`src/design/smbpec_pkg.sv`:
```
package smbpec_pkg;

    // pec crc-8 constants
    localparam logic [7:0] PEC_POLY = 8'h07;
    localparam logic [7:0] PEC_INIT = 8'h00;
    localparam logic [7:0] PEC_TOP  = 8'h80;

    // function codes
    localparam logic FUNC_BEGIN = 1'b0;
    localparam logic FUNC_DATA  = 1'b1;

    // transaction kinds
    localparam logic [2:0] KIND_SEND    = 3'd0;
    localparam logic [2:0] KIND_RECV    = 3'd1;
    localparam logic [2:0] KIND_WR_BYTE = 3'd2;
    localparam logic [2:0] KIND_RD_BYTE = 3'd3;
    localparam logic [2:0] KIND_BLK_WR  = 3'd4;
    localparam logic [2:0] KIND_BLK_RD  = 3'd5;

    // byte roles
    localparam logic [1:0] ROLE_TX     = 2'd0;
    localparam logic [1:0] ROLE_RXDATA = 2'd1;
    localparam logic [1:0] ROLE_RXCNT  = 2'd2;
    localparam logic [1:0] ROLE_STATUS = 2'd3;

    // status codes
    localparam logic [2:0] ST_OK       = 3'd0;
    localparam logic [2:0] ST_PEC_ERR  = 3'd1;
    localparam logic [2:0] ST_OVER_CAP = 3'd2;
    localparam logic [2:0] ST_ZERO_LEN = 3'd3;
    localparam logic [2:0] ST_UNEXP    = 3'd4;

    // register indexes
    localparam logic [1:0] REG_PEC_ENABLE = 2'd0;

    typedef struct packed {
        logic       func;
        logic [2:0] kind;
        logic [6:0] target_addr;
        logic [7:0] command_code;
        logic [7:0] byte_count;
        logic [7:0] data_byte;
    } t_in_beat;

    typedef struct packed {
        logic [7:0] out_byte;
        logic [1:0] byte_role;
        logic [2:0] status;
        logic       last;
    } t_out_beat;

    function automatic logic [7:0] crc_fold(input logic [7:0] acc, input logic [7:0] b);
        logic [7:0] c;
        c = acc ^ b;
        for (int i = 0; i < 8; i++) begin
            if ((c & PEC_TOP) != 8'h00) begin
                c = (c << 1) ^ PEC_POLY;
            end else begin
                c = c << 1;
            end
        end
        return c;
    endfunction

    function automatic t_out_beat mk_beat(input logic [7:0] b, input logic [1:0] role,
                                          input logic [2:0] st, input logic lst);
        t_out_beat r;
        r.out_byte  = b;
        r.byte_role = role;
        r.status    = st;
        r.last      = lst;
        return r;
    endfunction

endpackage

```
`src/design/smbus_pec_frame_engine.sv`:
```
// smbus frame builder and checker with pec (crc-8, poly 0x07, init 0)
// an accepted beat is held in the input register; once the output queue has room for two results,
//   the beat is processed and its results are written into the queue, where the first one is valid
// throughput: one input beat per cycle while o_in_stall is low; the output port moves one result
//   per cycle while i_out_stall is low, so an item with two results takes two transfers; the queue
//   absorbs the difference and the input stalls while more than OQ_DEPTH-2 results wait; reset:
//   synchronous active-low i_rst_n clears the frame state, pec_enable and the output queue
module smbus_pec_frame_engine #(
    parameter int OQ_DEPTH = 4
) (
    input  logic                    i_clk,
    input  logic                    i_rst_n,

    // input channel
    input  logic                    i_in_valid,
    input  smbpec_pkg::t_in_beat    i_in_data,
    output logic                    o_in_stall,

    // result channel
    output logic                    o_out_valid,
    output smbpec_pkg::t_out_beat   o_out_beat,
    input  logic                    i_out_stall,

    // register port
    input  logic                    psel,
    input  logic                    penable,
    input  logic                    pwrite,
    input  logic [1:0]              paddr,
    input  logic [31:0]             pwdata,
    output logic [31:0]             prdata,
    output logic                    pready
);

    localparam int PTR_W = (OQ_DEPTH > 1) ? $clog2(OQ_DEPTH) : 1;
    localparam int CNT_W = $clog2(OQ_DEPTH + 1);

    // frame phases, one-hot
    typedef enum logic [6:0] {
        PH_IDLE    = 7'b0000001,
        PH_SEND    = 7'b0000010,
        PH_RXDATA  = 7'b0000100,
        PH_RXPEC   = 7'b0001000,
        PH_BWDATA  = 7'b0010000,
        PH_BRCOUNT = 7'b0100000,
        PH_BRDATA  = 7'b1000000
    } t_phase;

    // ------------------------------------------------------------------
    // register port: single pec_enable bit, no wait states
    // ------------------------------------------------------------------
    logic r_pec_en;

    assign pready = 1'b1;
    assign prdata = {31'd0, r_pec_en};

    always_ff @(posedge i_clk) begin
        if (!i_rst_n) begin
            r_pec_en <= 1'b0;
        end else if (psel && penable && pwrite && pready
                     && paddr == smbpec_pkg::REG_PEC_ENABLE) begin
            r_pec_en <= pwdata[0];
        end
    end

    // ------------------------------------------------------------------
    // input register stage
    // ------------------------------------------------------------------
    logic                 r_in_vld;
    smbpec_pkg::t_in_beat r_in;
    logic                 oq_room;   // queue can take two results
    logic                 adv;       // registered beat is processed this cycle
    logic                 in_acc;

    assign adv        = r_in_vld && oq_room;
    assign o_in_stall = r_in_vld && !oq_room;
    assign in_acc     = i_in_valid && !o_in_stall;

    always_ff @(posedge i_clk) begin
        if (!i_rst_n) begin
            r_in_vld <= 1'b0;
        end else if (in_acc) begin
            r_in_vld <= 1'b1;
        end else if (adv) begin
            r_in_vld <= 1'b0;
        end
    end

    always_ff @(posedge i_clk) begin
        if (in_acc) begin
            r_in <= i_in_data;
        end
    end

    // ------------------------------------------------------------------
    // frame state
    // ------------------------------------------------------------------
    t_phase     r_phase,      n_phase;
    logic [7:0] r_crc,        n_crc;
    logic [7:0] r_bytes_left, n_bytes_left;
    logic [7:0] r_capacity,   n_capacity;

    smbpec_pkg::t_out_beat res0, res1;
    logic [1:0]            res_n;     // number of results this beat makes

    // address bytes with write and read bit
    logic [7:0] addr_wr, addr_rd;
    logic [7:0] crc_aw, crc_ar, crc_aw_cmd, crc_dat;
    logic [7:0] bl_dec;

    assign addr_wr    = {r_in.target_addr, 1'b0};
    assign addr_rd    = {r_in.target_addr, 1'b1};
    assign crc_aw     = smbpec_pkg::crc_fold(smbpec_pkg::PEC_INIT, addr_wr);
    assign crc_ar     = smbpec_pkg::crc_fold(smbpec_pkg::PEC_INIT, addr_rd);
    assign crc_aw_cmd = smbpec_pkg::crc_fold(crc_aw, r_in.command_code);
    assign crc_dat    = smbpec_pkg::crc_fold(r_crc, r_in.data_byte);
    assign bl_dec     = r_bytes_left - 8'd1;

    always_comb begin
        n_phase      = r_phase;
        n_crc        = r_crc;
        n_bytes_left = r_bytes_left;
        n_capacity   = r_capacity;
        res_n        = 2'd0;
        res0         = smbpec_pkg::mk_beat(8'h00, smbpec_pkg::ROLE_STATUS,
                                           smbpec_pkg::ST_UNEXP, 1'b1);
        res1         = res0;

        if (r_in.func == smbpec_pkg::FUNC_BEGIN) begin
            // a begin always drops whatever transaction was running
            n_phase      = PH_IDLE;
            n_bytes_left = 8'd0;
            if (r_in.kind > smbpec_pkg::KIND_BLK_RD) begin
                res_n = 2'd1;
            end else if ((r_in.kind == smbpec_pkg::KIND_BLK_WR
                          || r_in.kind == smbpec_pkg::KIND_BLK_RD)
                         && r_in.byte_count == 8'd0) begin
                res_n = 2'd1;
                res0  = smbpec_pkg::mk_beat(8'h00, smbpec_pkg::ROLE_STATUS,
                                            smbpec_pkg::ST_ZERO_LEN, 1'b1);
            end else begin
                res0 = smbpec_pkg::mk_beat(r_in.command_code, smbpec_pkg::ROLE_TX,
                                           smbpec_pkg::ST_OK, 1'b0);
                res1 = smbpec_pkg::mk_beat(r_in.byte_count, smbpec_pkg::ROLE_TX,
                                           smbpec_pkg::ST_OK, 1'b0);
                unique case (r_in.kind)
                    smbpec_pkg::KIND_SEND: begin
                        n_crc   = crc_aw;
                        n_phase = PH_SEND;
                    end
                    smbpec_pkg::KIND_RECV: begin
                        n_crc   = crc_ar;
                        n_phase = PH_RXDATA;
                    end
                    smbpec_pkg::KIND_WR_BYTE: begin
                        n_crc   = crc_aw_cmd;
                        n_phase = PH_SEND;
                        res_n   = 2'd1;
                    end
                    smbpec_pkg::KIND_RD_BYTE: begin
                        n_crc   = smbpec_pkg::crc_fold(crc_aw_cmd, addr_rd);
                        n_phase = PH_RXDATA;
                        res_n   = 2'd1;
                    end
                    smbpec_pkg::KIND_BLK_WR: begin
                        n_crc        = smbpec_pkg::crc_fold(crc_aw_cmd, r_in.byte_count);
                        n_bytes_left = r_in.byte_count;
                        n_phase      = PH_BWDATA;
                        res_n        = 2'd2;
                    end
                    default: begin
                        // block read
                        n_crc      = smbpec_pkg::crc_fold(crc_aw_cmd, addr_rd);
                        n_capacity = r_in.byte_count;
                        n_phase    = PH_BRCOUNT;
                        res_n      = 2'd1;
                    end
                endcase
            end
        end else begin
            res_n = 2'd1;
            unique case (r_phase)
                PH_SEND: begin
                    n_crc   = crc_dat;
                    n_phase = PH_IDLE;
                    res0    = smbpec_pkg::mk_beat(r_in.data_byte, smbpec_pkg::ROLE_TX,
                                                  smbpec_pkg::ST_OK, !r_pec_en);
                    res1    = smbpec_pkg::mk_beat(crc_dat, smbpec_pkg::ROLE_TX,
                                                  smbpec_pkg::ST_OK, 1'b1);
                    res_n   = r_pec_en ? 2'd2 : 2'd1;
                end
                PH_RXDATA: begin
                    n_crc   = crc_dat;
                    n_phase = r_pec_en ? PH_RXPEC : PH_IDLE;
                    res0    = smbpec_pkg::mk_beat(r_in.data_byte, smbpec_pkg::ROLE_RXDATA,
                                                  smbpec_pkg::ST_OK, !r_pec_en);
                end
                PH_RXPEC: begin
                    n_phase = PH_IDLE;
                    res0    = smbpec_pkg::mk_beat(r_in.data_byte, smbpec_pkg::ROLE_STATUS,
                                                  (r_in.data_byte == r_crc)
                                                      ? smbpec_pkg::ST_OK
                                                      : smbpec_pkg::ST_PEC_ERR,
                                                  1'b1);
                end
                PH_BWDATA: begin
                    n_crc        = crc_dat;
                    n_bytes_left = bl_dec;
                    if (bl_dec != 8'd0) begin
                        res0 = smbpec_pkg::mk_beat(r_in.data_byte, smbpec_pkg::ROLE_TX,
                                                   smbpec_pkg::ST_OK, 1'b0);
                    end else begin
                        n_phase = PH_IDLE;
                        res0    = smbpec_pkg::mk_beat(r_in.data_byte, smbpec_pkg::ROLE_TX,
                                                      smbpec_pkg::ST_OK, !r_pec_en);
                        res1    = smbpec_pkg::mk_beat(crc_dat, smbpec_pkg::ROLE_TX,
                                                      smbpec_pkg::ST_OK, 1'b1);
                        res_n   = r_pec_en ? 2'd2 : 2'd1;
                    end
                end
                PH_BRCOUNT: begin
                    if (r_in.data_byte > r_capacity) begin
                        // count over capacity ends the transaction
                        n_phase      = PH_IDLE;
                        n_bytes_left = 8'd0;
                        res0 = smbpec_pkg::mk_beat(r_in.data_byte, smbpec_pkg::ROLE_RXCNT,
                                                   smbpec_pkg::ST_OVER_CAP, 1'b1);
                    end else begin
                        n_crc        = crc_dat;
                        n_bytes_left = r_in.data_byte;
                        if (r_in.data_byte != 8'd0) begin
                            n_phase = PH_BRDATA;
                        end else begin
                            n_phase = r_pec_en ? PH_RXPEC : PH_IDLE;
                        end
                        res0 = smbpec_pkg::mk_beat(r_in.data_byte, smbpec_pkg::ROLE_RXCNT,
                                                   smbpec_pkg::ST_OK,
                                                   r_in.data_byte == 8'd0 && !r_pec_en);
                    end
                end
                PH_BRDATA: begin
                    n_crc        = crc_dat;
                    n_bytes_left = bl_dec;
                    if (bl_dec != 8'd0) begin
                        res0 = smbpec_pkg::mk_beat(r_in.data_byte, smbpec_pkg::ROLE_RXDATA,
                                                   smbpec_pkg::ST_OK, 1'b0);
                    end else begin
                        n_phase = r_pec_en ? PH_RXPEC : PH_IDLE;
                        res0    = smbpec_pkg::mk_beat(r_in.data_byte,
                                                      smbpec_pkg::ROLE_RXDATA,
                                                      smbpec_pkg::ST_OK, !r_pec_en);
                    end
                end
                default: begin
                    // data beat with no transaction open
                    n_phase      = PH_IDLE;
                    n_bytes_left = 8'd0;
                end
            endcase
        end
    end

    always_ff @(posedge i_clk) begin
        if (!i_rst_n) begin
            r_phase      <= PH_IDLE;
            r_crc        <= smbpec_pkg::PEC_INIT;
            r_bytes_left <= 8'd0;
            r_capacity   <= 8'd0;
        end else if (adv) begin
            r_phase      <= n_phase;
            r_crc        <= n_crc;
            r_bytes_left <= n_bytes_left;
            r_capacity   <= n_capacity;
        end
    end

    // ------------------------------------------------------------------
    // output queue: takes up to two results per cycle and, while i_out_stall is low, drains one
    // ------------------------------------------------------------------
    smbpec_pkg::t_out_beat oq_mem [OQ_DEPTH];
    logic [PTR_W-1:0]      r_wp, r_rp;
    logic [CNT_W-1:0]      r_count;
    logic [PTR_W-1:0]      wp1, wp2, rp1;
    logic [1:0]            wr_n;
    logic                  pop;

    function automatic logic [PTR_W-1:0] ptr_inc(input logic [PTR_W-1:0] p);
        return (p == PTR_W'(OQ_DEPTH - 1)) ? '0 : p + PTR_W'(1);
    endfunction

    assign wp1     = ptr_inc(r_wp);
    assign wp2     = ptr_inc(wp1);
    assign rp1     = ptr_inc(r_rp);
    assign wr_n    = adv ? res_n : 2'd0;
    assign oq_room = r_count <= CNT_W'(OQ_DEPTH - 2);

    assign o_out_valid = r_count != '0;
    assign o_out_beat  = oq_mem[r_rp];
    assign pop         = o_out_valid && !i_out_stall;

    always_ff @(posedge i_clk) begin
        if (wr_n != 2'd0) begin
            oq_mem[r_wp] <= res0;
        end
        if (wr_n == 2'd2) begin
            oq_mem[wp1] <= res1;
        end
    end

    always_ff @(posedge i_clk) begin
        if (!i_rst_n) begin
            r_wp    <= '0;
            r_rp    <= '0;
            r_count <= '0;
        end else begin
            unique case (wr_n)
                2'd2:    r_wp <= wp2;
                2'd1:    r_wp <= wp1;
                default: r_wp <= r_wp;
            endcase
            if (pop) begin
                r_rp <= rp1;
            end
            r_count <= r_count + CNT_W'(wr_n) - CNT_W'(pop);
        end
    end

`ifndef SYNTHESIS
    // queue never overfills
    a_oq_bound: assert property (@(posedge i_clk) disable iff (!i_rst_n)
        r_count <= CNT_W'(OQ_DEPTH))
        else $error("output queue overflow");

    // block write data phase always has bytes still to send
    a_bw_left: assert property (@(posedge i_clk) disable iff (!i_rst_n)
        r_phase == PH_BWDATA |-> r_bytes_left != 8'd0)
        else $error("block write phase with zero bytes left");

    // block read data phase always has bytes still to receive
    a_br_left: assert property (@(posedge i_clk) disable iff (!i_rst_n)
        r_phase == PH_BRDATA |-> r_bytes_left != 8'd0)
        else $error("block read phase with zero bytes left");

    // an unknown kind never opens a transaction
    a_bad_kind: assert property (@(posedge i_clk) disable iff (!i_rst_n)
        (adv && r_in.func == smbpec_pkg::FUNC_BEGIN && r_in.kind > smbpec_pkg::KIND_BLK_RD)
        |=> r_phase == PH_IDLE)
        else $error("unknown kind opened a transaction");
`endif

endmodule
```
`config.mk`:
```
export PLATFORM = sky130hd
export DESIGN_NAME = smbus_pec_frame_engine
export DESIGN_NICKNAME = d
export VERILOG_FILES = /design/src/design/smbpec_pkg.sv /design/src/design/smbus_pec_frame_engine.sv
export SDC_FILE = /design/constraint.sdc
export NUM_CORES = 1
export LEC_CHECK = 0
export BUFFER_PORTS_ARGS = -buffer_cell sky130_fd_sc_hd__buf_2
export CORE_ASPECT_RATIO = 1.4
export CORE_UTILIZATION = 38
export CTS_BUF_LIST = sky130_fd_sc_hd__clkbuf_16
export DETAILED_ROUTE_END_ITERATION = 8
export PLACE_DENSITY_LB_ADDON = 0.25
export SLEW_MARGIN = 20
export SYNTH_ARGS = -nofsm -noshare
export SYNTH_HDL_FRONTEND = slang
export SYNTH_SLANG_ARGS = --single-unit
```
`constraint.sdc`:
```
create_clock -name i_clk -period 4 [get_ports i_clk]
set_clock_uncertainty 0.15 [all_clocks]
set_input_delay 0.2 -clock i_clk [delete_from_list [all_inputs] [get_ports i_clk]]
set_output_delay 0.2 -clock i_clk [all_outputs]
set_load 0.03 [all_outputs]
```
==> results by stage <==
Outcome:
- The flow ran to the end, and the final reports show no timing, DRC or antenna violations.

Worst hold path:
- The startpoint identified for the worst hold timing path is i_out_stall.
- The number of cells on the worst hold path is 4.
- The min-delay analysis places its worst path in the category in2reg.

Placement:
- Prior to clock tree synthesis, the placed netlist has a worst setup slack of -0.180 ns.
- The count of input and output buffers is 61.
- The cell area after placement is between 9000 and 10000 um^2.
- The final estimated routing congestion in global placement is 0.860.
- Detailed placement ended at an HPWL of 16300 um.

Global routing:
- The global-route usage over all layers is 0.198.
- The via count of the first global-routing pass is 6279.
- Summed over all layers, the global routing overflow is 0.
- The number of antenna violations at the first check in global routing came to 0.
- The global-route wire length before repair is 33500 um.
- Entering global routing, the biggest net connects 36 pins.

STA:
- Setup repair after global routing left no endpoint under its margin.
- Setup violations remaining at the end of the flow were counted as 0.
- The final critical delay including setup and external delays is 3.79 ns.
- Setup total negative slack on the finished layout was measured at 0 ns.
- Across all setup checks in the final design, the least slack found is 0.212 ns.
- The final max-slew violation count is 0.
- Derived from the worst setup path, the maximum achievable clock frequency is roughly 260 MHz.
- The pin slew with the least headroom to its limit is 0.964 ns.
- The total count of hold-check failures in the final report came to 0.
- The period utilization is 0.947.
- The worst pin sits at a relative slew slack of 0.356.

Power and ir drop:
- The leakage power summed over all cells is between 0.003 and 0.004 uW.
- After layout, the design draws a total of between 5000 and 6000 uW.
- The peak ir drop on the vdd network is 0.000311 V.
- The power per cell area is approximately 500 nW/um^2.

Clock network:
- CTS built an H-tree with a depth of 4.
- The library cell used as clock root buffer is clkbuf_16.
- The clock transition time at the flip-flop clock pins of the worst setup and hold paths is roughly 0.060 ns.
- The worst-skew pair later-pin latency is between 0.4 and 0.5 ns.
- The longest clock path from root to sink contains 2 buffers.
- The CTS tree is built.
- The total clock sinks is 133.
- The number of clock buffers added by TritonCTS is 17.

Finish:
- For this run, the share of the core covered by cells in the final layout is 0.482.
- The filler cells instantiated in the layout total 2025.
- The finished cells cover between 10000 and 15000 um^2.
- 0 antenna diodes ended up in the layout.
- The fraction of final layout cells with drive strength greater than 1 is 0.241.
- The net count reported at finish is a little over 1000.
- Across the whole layout, storage elements account for roughly 3500 um^2.
- The area overhead of the layout relative to synthesis is 23.3%.
- The area taken by multi-input logic gates is between 4000 and 5000 um^2.

Die:
- The die span in y is 178 um.
- For this design the top-level I/O count stands at around 130.
- The core region is roughly 21000 um^2.
- The floorplan step defined a die boundary enclosing 22700 um^2.
- The total number of placement rows is 63.
- The die is ~130 um wide.
- The initial core utilization is 0.391.

Worst setup path:
- In this run the worst path has a maximum fanout of 3.
- STA puts the critical path data required time at ~4.2 ns.
- The depth of the worst register-to-register path is 14.
- STA classifies the critical path endpoint as a register.
- The category of the worst setup path launch point is a register.
- The minimum setup slack among reg-to-reg paths is about 0.21 ns.
- In this run the critical register-to-register path is captured at r_count[1].
- The signal arrival time at the worst endpoint is between 3 and 4 ns.
- The type of the worst setup path is reg2reg.
- In this run the critical register-to-register path is launched from r_bytes_left[0].

Yosys:
- In this run, distinct cell masters in the synthesized netlist total 72.
- The cell type with the largest total area after synthesis is edfxtp_1.
- The compound-cell area share of the yosys netlist is 0.161.
- For this run, the number of Yosys warnings is 0.
- Measured against the total synthesized area, the mux share comes to 0.0548.
- Of the total synthesized cell area, the portion taken by AND, OR, NAND and NOR gates is 0.119.
- The count of state elements after synthesis is approximately 130.
- The most frequently used flop master after synthesis is edfxtp_1.
- The xor/xnor share of the synthesized area is 0.140.
- Averaged over all synthesized cells, the footprint is between 10 and 15 um^2.
- In the post-synthesis netlist, the cell with the most instances is edfxtp_1.
- The number of standard cells after synthesis is roughly 790.
- The number of flops mapped to enable cells by yosys is between 80 and 90.
- Of the post-synthesis cell area, the dominant cell type holds 0.297.
- By count the netlist is led by edfxtp_1 (83), xnor2_1 (75), nand2_1 (60), nor2_1 (60), dfxtp_1 (50).
- The total standard cell area after synthesis is ~8400 um^2.
- Counting flops with an async set or reset pin after synthesis yields a share of 0.
- The main combinational cell family by area after synthesis is compound AO/OA/AOI/OAI gates.
- The fraction of the mapped netlist area in adder cells is 0.0427.
- For this run, the register share of the synthesized area comes to 0.417.
- By area the synthesized netlist is led by edfxtp_1 (30%), dfxtp_1 (12%), xnor2_1 (7.8%).

Route:
- The post-detailed-route DRC marker count is 0.
- The post-detailed-routing wire length is 21600 um.
- The first routing iteration left between 300 and 400 violations.
- The number of nets still failing antenna checks after routing is 0.
- The first detailed-routing pass took 5 iterations.
- Dividing the detail-routed wire length by the instance count gives 17.6 um.
- The total number of vias is roughly 6300.
- After detailed routing, the number of vias per cell comes to about 5.2.

Run:
- The max-cap check violation count is 0.
## worst max path at each step
| stage | end | slack (ns) | start |
|---|---|---|---|
| 2_1_floorplan | oq_mem[0][0] | 0.02 | r_bytes_left[0] |
| 3_3_place_gp | oq_mem[3][10] | -0.16 | r_bytes_left[0] |
| 3_5_place_dp | oq_mem[3][11] | -0.18 | r_bytes_left[0] |
| 4_1_cts | oq_mem[0][13] | 0.02 | r_bytes_left[0] |
| 5_1_grt | r_count[2] | 0.02 | r_bytes_left[0] |
| 6_report | r_count[1] | 0.21 | r_bytes_left[0] |
## where the power goes
part           total (uW)  switching, uW  internal, uW
Combinational        1850            988           867
Clock                1580            651           931
Sequential           1740            148          1590
## logic make-up (layout without fill, tap and decap cells)
kind of cell	count (synthesis)	count (layout)
other	2	32
DFF	133	133
xor gates and xnor gates	114	114
AOI/OAI and AO/OA	170	170
buffers and inverters	108	226
and+or+nand+nor	204	204
muxes	28	28
adders and majority gates	28	28
## per-layer routing
metal	up-vias	share of wire	GRT usage	wire length, um
met3	43	0.035	0.0380	763
met1	3034	0.39	0.213	8460
met4	0	0.043	0.116	932
li1	3078	-	-	-
met2	180	0.53	0.361	11400
met5	-	0	0	0
## timing repair
action,in CTS,in global routing
pin swaps,0,8
setup buffers,0,1
resized for setup,6,15
setup endpoints to repair,95,96
endpoints found under the hold margin,44,0
hold buffers,39,0
## critical path, cell delays in order (launching register included)
cell	delay, ns
dfxtp_1	0.32
inv_1	0.06
ha_2	0.19
xor2_1	0.16
or4b_4	0.54
nor4b_4	0.33
a31oi_2	0.15
or4_4	0.47
nor2_4	0.13
or3_4	0.16
ha_1	0.22
inv_1	0.06
ha_1	0.17
fa_1	0.39
and2_1	0.16
## cells in the final DEF (no fill, tap or decap), drive strengths merged, types with 14 or more instances in the layout
cell type / instances
dfxtp: 50
a22o: 35
xnor2: 75
buf: 125
nand2: 60
a211oi: 19
dlygate4sd3: 39
inv: 35
conb: 32
o21ai: 22
nor2: 60
mux4: 14
a21oi: 23
clkbuf: 17
xor2: 27
edfxtp: 83
ha: 27
## layout make-up
class / instances / share of cell area
clock buffer: 17 / 0.0412
multi-input combinational: 576 / 0.440
inverter: 30 / 0.0109
tap: 292 / 0.0353
sequential: 133 / 0.338
timing repair buffer: 164 / 0.119
clock inverter: 15 / 0.0165
## stage by stage
step	instances	hold slack (ns)
finish	1227	0.0465
global route	1227	0.0708
CTS	1226	0.0304
detailed placement	1155	0.228
global placement	1155	0.226
floorplan	817	0.149
## sequential cells by signal (all words and copies together), names as in the netlist, named ones only
register	flops
r_crc	8
r_count	3
r_capacity	8
addr_rd	7
r_phase	7
r_rp	2
r_pec_en	1
r_wp	2
r_in_vld	1
r_bytes_left	8
oq_mem	56
r_in	28
Note: power is estimated with default switching activity, not from simulation.
